`config.mk`:
```
export PLATFORM = sky130hd
export DESIGN_NAME = wcrm_ram
export DESIGN_NICKNAME = d
export VERILOG_FILES = /design/src/hw/rtl/windowed_counter_rate_meter_assert.svh /design/src/hw/rtl/wcrm_ram.sv
export SDC_FILE = /design/constraint.sdc
export NUM_CORES = 1
export LEC_CHECK = 0
export BUFFER_PORTS_ARGS = -buffer_cell sky130_fd_sc_hd__buf_2
export CORE_UTILIZATION = 60
export DETAILED_ROUTE_END_ITERATION = 10
export PLACE_DENSITY = 0.74
export SYNTH_ARGS = -nofsm -noshare
export SYNTH_HDL_FRONTEND = slang
export SYNTH_SLANG_ARGS = --single-unit
```
`constraint.sdc`:
```
create_clock -name clk -period 2.2 [get_ports clk]
set_clock_uncertainty 0.1 [all_clocks]
set_input_delay 0.33 -clock clk [delete_from_list [all_inputs] [get_ports clk]]
set_output_delay 0.33 -clock clk [all_outputs]
set_load 0.02 [all_outputs]
```
`src/hw/rtl/windowed_counter_rate_meter_assert.svh`:
```
// Assertion macros for the windowed counter rate meter.
`ifndef WINDOWED_COUNTER_RATE_METER_ASSERT_SVH
`define WINDOWED_COUNTER_RATE_METER_ASSERT_SVH
`ifndef SYNTHESIS
`define WCRM_ASSERT_IMP(label, clk, rstn, ante, cons) \
  label: assert property (@(posedge clk) disable iff (!rstn) (ante) |-> (cons)) \
    else $error("wcrm check failed");
`define WCRM_ASSERT_NXT(label, clk, rstn, ante, cons) \
  label: assert property (@(posedge clk) disable iff (!rstn) (ante) |=> (cons)) \
    else $error("wcrm check failed");
`else
`define WCRM_ASSERT_IMP(label, clk, rstn, ante, cons)
`define WCRM_ASSERT_NXT(label, clk, rstn, ante, cons)
`endif
`endif

```
`src/hw/rtl/wcrm_ram.sv`:
```
// Generic single-port RAM with registered read.
module wcrm_ram #(
  parameter int unsigned WIDTH = 8,
  parameter int unsigned DEPTH = 16
) (
  input  logic                     clk,
  input  logic                     we,
  input  logic [$clog2(DEPTH)-1:0] addr,
  input  logic [WIDTH-1:0]         wdata,
  output logic [WIDTH-1:0]         rdata
);
  logic [WIDTH-1:0] mem_r [DEPTH];
  always_ff @(posedge clk) begin
    if (we) begin
      mem_r[addr] <= wdata;
    end
    rdata <= mem_r[addr];
  end
endmodule

```
# Yosys cells after proc, flatten, opt, wreduce, memory -nomap -nowiden
# Memories as Yosys holds them, arrays and structs flattened. A register that Yosys moved wholly into a read port is not among the register bits.
# Cells that the tools add are included.
dict set report op_classes {
  mux 2
}
# op n
set ops {}
lappend ops {{$mux W1} 2}
dict set report totals {
  register_bits 0
  ramBits 128
  out_inout_bits 8
  word_cells 3
  n_memories 1
}
# memory words width read_ports rd_ports_with_merged_regs write_ports line_no
set memory_table {}
lappend memory_table {mem_r 16 8 1 1 1 wcrm_ram.sv:12} ;# logic [WIDTH-1:0] mem_r [DEPTH];

# Depth between registers and ports, before layout
dict set report depth {
  word_depth 2
  ltp_mapped 5
}

# Worst setup path after synthesis
# No wires, ideal clock.
dict set report synth_path {
  kind {input port to flip-flop}
  start {input addr[2]}
  end {memory mem_r[0][0], enable pin}
  arrival_ns 1.440
  setup_slack_ns 0.277
  path_stages 2
  path_cell_list {or3b_2 nor3_1}
}
# item line_no
set synth_lines {}
lappend synth_lines {{from (decl)} wcrm_ram.sv:8} ;# input logic [$clog2(DEPTH)-1:0] addr,
lappend synth_lines {{to (decl)} wcrm_ram.sv:12}
# Straight into the memory's write port.

==> impl_metrics.csv <==
group,metric,value,unit
run_status,status,"complete, no violations",
floorplan,ios,22,
yosys,yosysUniqueCellTypes,18,
timing,rsz0062_at_grt,"false",
power,internal-power,4740,uW
power,seq_power_share,49.1,%
worst_setup_path,arrival,1770,ps
finish,nFillCells,477,
worst_setup_path,rrSetupSlack,720,ps
timing,setup_viol,0,
power,power.density,976.1,nW/um^2
floorplan,die-area,8817,um^2
power,combPwrFrac,5.1,%
hold_path,worstHoldPathType,"in -> reg",
placement,post_dp_cell_area,5509,um^2
cts,ctsHoldBuffers,0,
yosys,ys_ff_latch,136,
floorplan,initial_core_util,61.98,%
timing,worstMarginPinSlew,500.3,ps
finish,drive_gt1_share,37.50,%
finish,fin_nets,305,
floorplan,die_x,93.90,um
worst_setup_path,r2r_end,"rdata[2]",
yosys,yosys.area.top_type_share,75.85,%
worst_setup_path,cp.required,2490,ps
cts,numCtsBuffers,17,
finish,syn2layout_area_growth,20.07,%
power,p_total,5939,uW
worst_setup_path,r2r-start,"mem_r[11][2]",
cts,h-tree-depth,4,
finish,multiInputGateArea,1003,um^2
global_routing,grt_pass1_vias,2493,
power,swShare,20.20,%
drt,via_per_inst,6.174,
hold_path,min_to,"mem_r[4][1]",
hold_path,hold_depth,1,
global_routing,grt_pass1_wl,14760,um
floorplan,die_h,93.90,um
timing,fin_crit_sh,67.43,%
drt,antenna_left,0,
floorplan,core,8175,um^2
timing,drv_slew,0,
yosys,synthFlopType,"edfxtp_1",
placement,routabilityCongestion,0.8113,
global_routing,antenna_found_initial,0,
finish,antennaDiodeCount,0,
worst_setup_path,path_class,"reg -> reg",
yosys,syn_nets,244,
drt,drt_wl_total,9826,um
cts,cts-resized-gates,0,
power,power_frac_clock,45.8,%
power,p_switching,1200,uW
drt,firstDrtPassIters,5,
finish,fin_area,6085,um^2
timing,tns,0,ps
yosys,synth.area.top_cells,"edfxtp_1 76%, mux4_2 14%, dfxtp_1 3.2%",
finish,register_area,4004,um^2
global_routing,grt_max_degree,26,
global_routing,grt_overflow,0,
yosys,synth.top_cells.by_count,"128 x edfxtp_1, 32 x mux4_2, 16 x a22oi_1, 13 x nor2_1, 9 x nand2_1",
worst_setup_path,ff2ff_path_depth,3,
timing,fmax,0.6741,GHz
timing,min_period,1483,ps
drt,drc,0,
cts,cts_setup_buffers,0,
cts,numClockSinks,136,
yosys,synth_cells,230,
worst_setup_path,crit_path_top_delay_cell,"mux4_2",
yosys,seq_area_frac_synth,79.01,%
global_routing,grt_usage,25.30,%
finish,fin_util,74.43,%
power,power_leakage,0.002072,uW
yosys,ys_warn_count,0,
placement,port-buffer-count,21,
timing,hold_viol,0,
yosys,synth_top_cell_by_area,"edfxtp_1",
worst_setup_path,worstPathCellList,"mux4_2 > a22oi_1 > nand2_1",
yosys,synth_edf_count,128,
cts,tritoncts,"built",
cts,clockBufferDepth,2,
drt,drt_iter0_markers,255,
cts,clk_latency,520,ps
worst_setup_path,cp_max_fo,1,
yosys,avgSynthCellArea,22.03,um^2
yosys,yosysMostFrequentCell,"edfxtp_1",
timing,slew-limit-headroom,66.65,%
worst_setup_path,critPathMaxStageDelay,500,ps
drt,wire_per_inst,24.02,um
hold_path,hp-start,"wdata[1]",
drt,num_vias,2525,
yosys,synthesis.area,5067,um^2
power,ir_worst_vdd,0.8646,mV
worst_setup_path,startpoint_type,"flop",
floorplan,rows,33,
worst_setup_path,cp-end-kind,"flop",
yosys,postSynth.asyncResetShare,0,%
placement,dp_hpwl,6119,um
flow_run,maxCapViolCount,0,
cts,cts-root-buf,"clkbuf_8",
cts,clkTransAtPathRegs,60,ps
metrics by stage:
stage	hold WS (ps)	worst slack, ps	cells
6_report	95.51	716.5	409
5_1_grt	96.74	673.3	409
4_1_cts	74.37	707.3	409
3_5_place_dp	557.5	285.3	377
3_3_place_gp	547.9	328.5	377
2_1_floorplan	328.9	277.0	230
cells in the final DEF (no fill, tap or decap), drive strengths merged, types with 2 or more instances in the layout:
cell type	instances
edfxtp	128
buf	53
mux4	32
clkbuf	19
a22oi	16
nor2	13
nand2	9
dfxtp	8
clkinv	7
nor3	4
bufinv	3
nor2b	2
nand3b	2
nand2b	2
clkinvlp	2
logic make-up after synthesis:
group,share of synthesized area (%)
AO/OA/AOI/OAI,2.370
AND/OR/NAND/NOR,3.210
multiplexers,14.22
buffers and inverters,1.185
flip-flops,79.01
cell type report:
class	count	area share (%)
tap	105	2.159
multi-input combinational	83	16.49
timing repair buffer	53	6.087
clock buffer	19	6.930
clock inverter	13	2.529
sequential	136	65.80
flip-flops by register name, indices dropped and copies added (netlist names):
signal  count
mem_r     128
rdata       8
power groups by stage:
stage	registers, uW	clock network, uW	logic [uW]
after global routing	2920	2860	321
final	2920	2720	300
after CTS	2920	2760	303
after global placement	2970	0	292
after detailed placement	2970	0	299
after floorplan	2980	0	149
per-layer routing:
metal	vias to the layer above	routed length [um]	GRT usage (%)	part of all wire, %
met2	125	4965	39.17	51
met1	1291	3959	34.91	40
li1	1086	-	-	-
met3	23	652	5.583	6.6
met5	-	0	0	0
met4	0	248	11.54	2.5
worst max path at each step:
stage | startpoint | to
2_1_floorplan | addr[2] | mem_r[0][0]
3_3_place_gp | addr[0] | rdata[0]
3_5_place_dp | addr[0] | rdata[0]
4_1_cts | rdata[4] | rdata[4]
5_1_grt | mem_r[11][2] | rdata[2]
6_report | mem_r[11][2] | rdata[2]
worst max-delay path, delay by kind of cell, from the launching register on:
| family | cells | cell delay [ps] |
|---|---|---|
| simple gates | 1 | 80 |
| compound gates | 1 | 260 |
| flops | 1 | 420 |
| mux | 1 | 500 |
No activity file was read; power rests on OpenSTA's default activity.
