`config.mk`:
```
export PLATFORM = sky130hd
export DESIGN_NAME = wcrm_div
export DESIGN_NICKNAME = d
export VERILOG_FILES = /design/src/hw/rtl/windowed_counter_rate_meter_assert.svh /design/src/hw/rtl/wcrm_pkg.sv /design/src/hw/rtl/wcrm_div.sv
export SDC_FILE = /design/constraint.sdc
export NUM_CORES = 1
export LEC_CHECK = 0
export ABC_AREA = 0
export BUFFER_PORTS_ARGS = -buffer_cell sky130_fd_sc_hd__buf_2
export CAP_MARGIN = 0
export CORE_MARGIN = 4
export CORE_UTILIZATION = 48
export CTS_CLUSTER_SIZE = 30
export DETAILED_ROUTE_END_ITERATION = 6
export GPL_TIMING_DRIVEN = 0
export PLACE_DENSITY = 0.77
export SYNTH_ARGS = -nofsm -noshare
export SYNTH_HDL_FRONTEND = slang
export SYNTH_SLANG_ARGS = --single-unit
```
`constraint.sdc`:
```
create_clock -name clk -period 3 [get_ports clk]
set_clock_uncertainty 0.1 [all_clocks]
set_input_delay 0.3 -clock clk [delete_from_list [all_inputs] [get_ports clk]]
set_output_delay 0.3 -clock clk [all_outputs]
set_load 0.05 [all_outputs]
```
`src/hw/rtl/windowed_counter_rate_meter_assert.svh`:
```
// Assertion macros for the windowed counter rate meter.
`ifndef WINDOWED_COUNTER_RATE_METER_ASSERT_SVH
`define WINDOWED_COUNTER_RATE_METER_ASSERT_SVH
`ifndef SYNTHESIS
`define WCRM_ASSERT_IMP(label, clk, rstn, ante, cons) \
  label: assert property (@(posedge clk) disable iff (!rstn) (ante) |-> (cons)) \
    else $error("wcrm check failed");
`define WCRM_ASSERT_NXT(label, clk, rstn, ante, cons) \
  label: assert property (@(posedge clk) disable iff (!rstn) (ante) |=> (cons)) \
    else $error("wcrm check failed");
`else
`define WCRM_ASSERT_IMP(label, clk, rstn, ante, cons)
`define WCRM_ASSERT_NXT(label, clk, rstn, ante, cons)
`endif
`endif

```
`src/hw/rtl/wcrm_pkg.sv`:
```
// Package: constants, types and helpers for the windowed counter rate meter.
package wcrm_pkg;
  localparam int unsigned HistoryDepthDef = 512;
  localparam int unsigned ValueW = 64;
  localparam int unsigned TimeW = 32;
  localparam int unsigned RateW = 56;
  localparam int unsigned HeldW = 10;
  localparam int unsigned NumWin = 3;
  localparam logic [TimeW-1:0] SlackMs = 32'd500;
  localparam logic [TimeW-1:0] MinSpanMs = 32'd100;
  localparam logic [RateW-1:0] RateMax = {RateW{1'b1}};
  localparam logic [31:0] WinShortRst = 32'd10000;
  localparam logic [31:0] WinMidRst = 32'd60000;
  localparam logic [31:0] WinLongRst = 32'd300000;
  localparam logic [1:0] RegShort = 2'd0;
  localparam logic [1:0] RegMid = 2'd1;
  localparam logic [1:0] RegLong = 2'd2;

  typedef enum logic [3:0] {
    ST_IDLE, ST_WRITE, ST_NEWEST_RD, ST_NEWEST_WAIT, ST_WALK_RD, ST_WALK_WAIT,
    ST_WALK_CHK, ST_DIV_START, ST_DIV_WAIT, ST_NEXT_WIN, ST_OUT
  } wcrm_state_t;

  typedef struct packed {
    logic start;
  } div_ctl_t;

  typedef struct packed {
    logic busy;
    logic done;
  } div_sts_t;
endpackage

```
`src/hw/rtl/wcrm_div.sv`:
```
// Restoring bit-serial divider: 82-bit dividend over 32-bit divisor.
module wcrm_div (
  input  logic                 clk,
  input  logic                 rst_n,
  input  wcrm_pkg::div_ctl_t   ctl,
  input  logic [81:0]          dividend,
  input  logic [31:0]          divisor,
  output wcrm_pkg::div_sts_t   sts,
  output logic [81:0]          quotient
);
  import wcrm_pkg::*;
  logic [6:0]  cnt_r, cnt_nxt;
  logic        busy_r, busy_nxt, done_r, done_nxt;
  logic [81:0] q_r, q_nxt;
  logic [32:0] rem_r, rem_nxt;
  logic [32:0] shl;

  always_comb begin
    shl = {rem_r[31:0], q_r[81]};
    cnt_nxt = cnt_r;
    busy_nxt = busy_r;
    done_nxt = 1'b0;
    q_nxt = q_r;
    rem_nxt = rem_r;
    if (ctl.start) begin
      q_nxt = dividend;
      rem_nxt = '0;
      cnt_nxt = 7'd82;
      busy_nxt = 1'b1;
    end else if (busy_r) begin
      if (shl >= {1'b0, divisor}) begin
        rem_nxt = shl - {1'b0, divisor};
        q_nxt = {q_r[80:0], 1'b1};
      end else begin
        rem_nxt = shl;
        q_nxt = {q_r[80:0], 1'b0};
      end
      cnt_nxt = cnt_r - 7'd1;
      if (cnt_r == 7'd1) begin
        busy_nxt = 1'b0;
        done_nxt = 1'b1;
      end
    end
  end

  always_ff @(posedge clk) begin
    if (!rst_n) begin
      busy_r <= 1'b0;
      done_r <= 1'b0;
      cnt_r <= '0;
    end else begin
      busy_r <= busy_nxt;
      done_r <= done_nxt;
      cnt_r <= cnt_nxt;
    end
    q_r <= q_nxt;
    rem_r <= rem_nxt;
  end

  assign sts.busy = busy_r;
  assign sts.done = done_r;
  assign quotient = q_r;
endmodule

```
Word-level counts from Yosys, hierarchy flattened
Index checks and enable logic that the tools add are counted.
- output and inout bits: 84
- register bits: 123
- word-level logic and storage cells: 25
- bits of input ports: 117
- bitwise gates (word level): 2
- muxes and demuxes: 10
- equal/unequal tests: 1
- reductions and logical operators: 3
- magnitude comparators: 1
- add/sub/neg operators: 2
- operator list (kind ; count):
    $mux W82 ; 2
    $ge A33 B32 Y1 ; 1
    $mux W32 ; 1
    $sub A32 B32 Y32 ; 1
    $mux W7 ; 2
    $eq A7 B1 Y1 const B ; 1
    $sub A7 B1 Y7 const B ; 1
    $mux W1 ; 5
    $reduce_or A3 Y1 ; 1
    $not A1 Y1 ; 2
    $reduce_bool A2 Y1 ; 1
    $reduce_or A2 Y1 ; 1

Depth between registers and ports, before layout
- word-level depth: 4
- depth in mapped cells: 12
- depth with buffers taken out: 11

Worst setup path before layout
No wires, ideal clock.
- kind: input to register
- start: input ctl
- end: register q_r[0], in the netlist quotient[0] (enable)
- slack: 0.034 ns
- stages: 4
- buffers on the path: 2
- required time: 2.465 ns
- library setup time: 0.435 ns
- data arrival time: 2.430 ns
- cells stage by stage: clkbuf_1 > nor2_1 > clkbuf_1 > inv_1
- word-level cells in the longest chain between the ends: 1
- ends and longest elaborated chain (item ; RTL line ; text):
    from (decl) ; wcrm_div.sv:5 ; input wcrm_pkg::div_ctl_t ctl,
    $reduce_bool A2 Y1 (no line) ; n/a ;
    to (signal assigned) ; wcrm_div.sv:56 ; q_r <= q_nxt;
    to (decl) ; wcrm_div.sv:14 ; logic [81:0] q_r, q_nxt;
Every way passes these cells.
A chain may end at the register's enable or synchronous reset.

Worst setup path after layout
- start: register rem_r[5]
- end: register rem_r[27]
- word-level cells in the longest chain between the ends: 2
- elaborated cells between the ends (all ways): 3
- classes of those cells: add/sub (1); order compare (1); mux (1)
- ends and longest elaborated chain (item ; RTL line ; text):
    from (decl) ; wcrm_div.sv:15 ; logic [32:0] rem_r, rem_nxt;
    from (signal assigned) ; wcrm_div.sv:57 ; rem_r <= rem_nxt;
    $sub A32 B32 Y32 / $ge A33 B32 Y1 (equally long branches) ; wcrm_div.sv:32, wcrm_div.sv:31 ;
    $mux W32 (*) ; wcrm_div.sv:31 ; if (shl >= {1'b0, divisor}) begin
Mark *: on every way between the ends. The rest lies on a longest branch, timed or not.

==> metrics.md <==
| Metric | Value |
|---|---|
| Clock-pin slew on the worst setup and hold paths | 60 ps |
| Fraction of final layout cells sized beyond drive strength 1 | 38.6% |
| Sinks on the clock net | 123 |
| Wirelength per Cell | 19.1 um |
| Number of endpoints failing setup at the final stage | 0 |
| Cell at the root of the clock tree | sky130_fd_sc_hd__clkbuf_16 |
| Critical Path AT | 3110 ps |
| Async S/R FF share, synth | 0% |
| HPWL after DPL | 16200 um |
| Hold-fix buffer count after cts | 0 |
| DRC Markers | 0 |
| Final worst path period share | 97.0% |
| Syn_area_per_cell | 10.3 um^2 |
| Number of cell instances on the worst register-to-register path | 9 |
| Share of the synthesized netlist area taken by xor and xnor gates | 3.64% |
| Synth area leaders | sky130_fd_sc_hd__edfxtp_1, sky130_fd_sc_hd__mux2_2, sky130_fd_sc_hd__dfxtp_1 |
| Fin. max-slew vios | 0 |
| Share of Yosys cell area claimed by the top area cell type | 33.0% |
| Internal power | 3.70 mW |
| Share of synthesized cell area in and, or, nand and nor gates | 12.4% |
| Area growth, synth to finish | 26.5% |
| First-pass iteration count of the detailed router | 5 |
| Clk_lat worst skew | 430 ps |
| Power spent charging and discharging nets | 1.87 mW |
| Leak pwr | 4.09 nW |
| Sequential area share after synthesis | 44.0% |
| Most frequent cells after synthesis | sky130_fd_sc_hd__edfxtp_1, sky130_fd_sc_hd__mux2_2, sky130_fd_sc_hd__nor2_1 |
| Nets in the synthesized netlist | 877 |
| Die boundary height | 133 um |
| Num CTS Buffers | 17 |
| Number of maximum-capacitance violations | 0 |
| GR Overflow Total | 0 |
| Max rail drop VDD | 437 uV |
| Post-synthesis cell type with the largest combined area | sky130_fd_sc_hd__edfxtp_1 |
| Initial Util | 49.1% |
| Area of the mapped netlist | 7460 um^2 |
| Die X-Extent | 133 um |
| Hold WC Path Type | in -> reg |
| Number of standard cells after synthesis | 725 |
| Maximum fanout along the worst path | 6 |
| Overall die area | 17600 um^2 |
| Number of port buffers | 200 |
| Yosys Warn Count | 0 |
| Count of different cell masters after synthesis | 70 |
| Sequential group share of total power | 37.7% |
| Routability Congestion | 0.938 |
| Number of primary I/O pins | 201 |
| Critical path startpoint category | register |
| Setup CP Type | reg -> reg |
| Clock power frac | 36.4% |
| Critical path endpoint category | register |
| Routed vias | 6696 |
| Number of global-route vias before repair | 6573 |
| CTS tree | built |
| Layout Nets | 1099 |
| Adder-cell share of the synthesized area | 5.97% |
| Upper clock frequency limit | 343 MHz |
| Pwr per Cell Area | 591 nW/um^2 |
| Instance count along the most critical hold path | 2 |
| Compound-cell area share of the yosys netlist | 15.6% |
| Maximum number of pins on one net before global-route repair | 60 |
| Switching share of power | 33.5% |
| Mux share of post-synthesis cell area | 12.9% |
| Number of buffers on the longest clock path | 2 |
| Number of enable-type register cells in the synthesized netlist | 82 |
| Status | complete, no violations |
| Global-route wire length before repair | 33900 um |
| GRT Total Usage | 24.2% |
| Antenna viol nets, final | 0 |
| Antenna cell count | 0 |
| Final Hold Vio Count | 0 |
| Required time at the endpoint of the critical path | 3200 ps |
| Number of flip-flops and latches in the synthesized netlist | 123 |
| Flip-flop cell with the highest count after synthesis | sky130_fd_sc_hd__edfxtp_1 |
| Main combinational cell family by area after synthesis | compound AO/OA/AOI/OAI gates |
| Slew at the pin with the worst max-slew slack | 649 ps |
| Worst hold margin | 44.6 ps |
| Placement row count | 45 |
| Fraction of power consumed by combinational cells | 25.9% |
| Cell area reported after detailed placement | 8720 um^2 |
| Design Area, Final | 9430 um^2 |
| Clock H-tree levels | 4 |
| Detailed Route Iter0 Violations | 636 |
| Final wirelength | 21900 um |
| Via density | 5.84 |
| Core Box Area | 15200 um^2 |
| Final min period | 2910 ps |
| Relative slew slack | 56.8% |
| Initial antenna violation count | 1 |
## metal layers
metal  vias up  share of wire (%)  track usage [%]
li1       3134                  -                -
met3        49                8.9             7.79
met1      3177                 41             29.8
met2       334                 47             39.4
met4         2                2.9             9.87
met5         -              0.059                0
## flip-flops by register name, summed over array words and instances (netlist names)
signal,cells
rem_r,32
quotient,82
busy_r,1
cnt_r,7
done_r,1
## final timing paths
kind             start   endpoint  slack (ps)
min              rst_n   cnt_r[1]          40
max           rem_r[5]  rem_r[27]          90
max reg2reg   rem_r[5]  rem_r[27]          90
min reg2reg  rem_r[31]  rem_r[31]         380
## repair_timing
item / in CTS / in global routing
pin swaps: 0 / 5
setup buffers: 0 / 7
cloned: 0 / 0
resized for setup: 2 / 27
endpoints found under the setup margin: 6 / 32
## critical path: stages, from the launching register on
cell	delay (ps)
sky130_fd_sc_hd__dfxtp_1	330
sky130_fd_sc_hd__ha_1	370
sky130_fd_sc_hd__a21o_1	230
sky130_fd_sc_hd__a31oi_1	330
sky130_fd_sc_hd__o21ai_0	180
sky130_fd_sc_hd__o21ai_0	270
sky130_fd_sc_hd__nand3_1	310
sky130_fd_sc_hd__a221oi_1	380
sky130_fd_sc_hd__xor2_1	200
sky130_fd_sc_hd__o211ai_1	100
## per-stage QoR
step	setup WS [ps]	std cells	utilization (%)	power, mW	TNS (ps)
2_1_floorplan	34.3	725	-	3.15	0
3_3_place_gp	-1330	1113	57.2	3.50	-108500
3_5_place_dp	-100	1114	57.4	3.52	-1590
4_1_cts	17.4	1144	61.2	5.56	0
5_1_grt	-34.3	1147	62.0	5.79	-34.3
6_report	88.7	1147	62.0	5.57	0
## cell type report
cell class                      count  area, um^2
Buffer                             43         229
Clock buffer                       17         425
Clock inverter                     14         148
Fill cell                        1328        5770
Inverter                           46         175
Multi-Input combinational cell    508        3850
Sequential cell                   123        3280
Tap cell                          188         235
Timing Repair Buffer              208        1080
## power by group through the flow
stage / Clock, mW / Sequential (mW) / Combinational [mW]
after floorplan: 0 / 2.52 / 0.626
after global placement: 0 / 2.13 / 1.37
after detailed placement: 0 / 2.13 / 1.40
after CTS: 2.05 / 2.10 / 1.41
after global routing: 2.13 / 2.12 / 1.54
final: 2.03 / 2.10 / 1.45
## cell families after synthesis
group                    Yosys count
AO/OA/AOI/OAI                    167
multiplexers                      86
buffers and inverters             94
XOR/XNOR                          31
adder cells (fa/ha/maj)           35
AND/OR/NAND/NOR                  189
flip-flops                       123
## layout by cell type (no fill, tap or decap), types with 4 or more instances in the layout
cell type / netlist / final
sky130_fd_sc_hd__a31oi_1: 6 / 6
sky130_fd_sc_hd__inv_1: 46 / 45
sky130_fd_sc_hd__buf_6: 4 / 4
sky130_fd_sc_hd__a21o_1: 16 / 16
sky130_fd_sc_hd__clkinv_4: 0 / 4
sky130_fd_sc_hd__o211ai_1: 8 / 8
sky130_fd_sc_hd__nand2_1: 47 / 46
sky130_fd_sc_hd__nand2b_1: 4 / 4
sky130_fd_sc_hd__nand3_1: 24 / 24
sky130_fd_sc_hd__clkbuf_1: 28 / 21
sky130_fd_sc_hd__a311oi_1: 19 / 19
sky130_fd_sc_hd__nor3_1: 9 / 9
sky130_fd_sc_hd__nand4_1: 13 / 13
sky130_fd_sc_hd__buf_2: 8 / 207
sky130_fd_sc_hd__clkbuf_16: 0 / 17
sky130_fd_sc_hd__o21ai_0: 26 / 26
sky130_fd_sc_hd__o221ai_1: 4 / 4
sky130_fd_sc_hd__mux2_2: 82 / 82
sky130_fd_sc_hd__a21oi_1: 30 / 28
sky130_fd_sc_hd__or3_1: 10 / 10
sky130_fd_sc_hd__xnor2_1: 19 / 19
sky130_fd_sc_hd__o21a_1: 6 / 6
sky130_fd_sc_hd__buf_4: 4 / 13
sky130_fd_sc_hd__mux2i_1: 4 / 4
sky130_fd_sc_hd__ha_1: 34 / 32
sky130_fd_sc_hd__dfxtp_1: 41 / 40
sky130_fd_sc_hd__o21bai_1: 4 / 4
sky130_fd_sc_hd__edfxtp_1: 82 / 82
sky130_fd_sc_hd__nor4_1: 6 / 4
sky130_fd_sc_hd__xor2_1: 12 / 12
sky130_fd_sc_hd__o21ai_1: 14 / 11
sky130_fd_sc_hd__nor2_1: 55 / 55
Power figures use the tool's default switching activity.
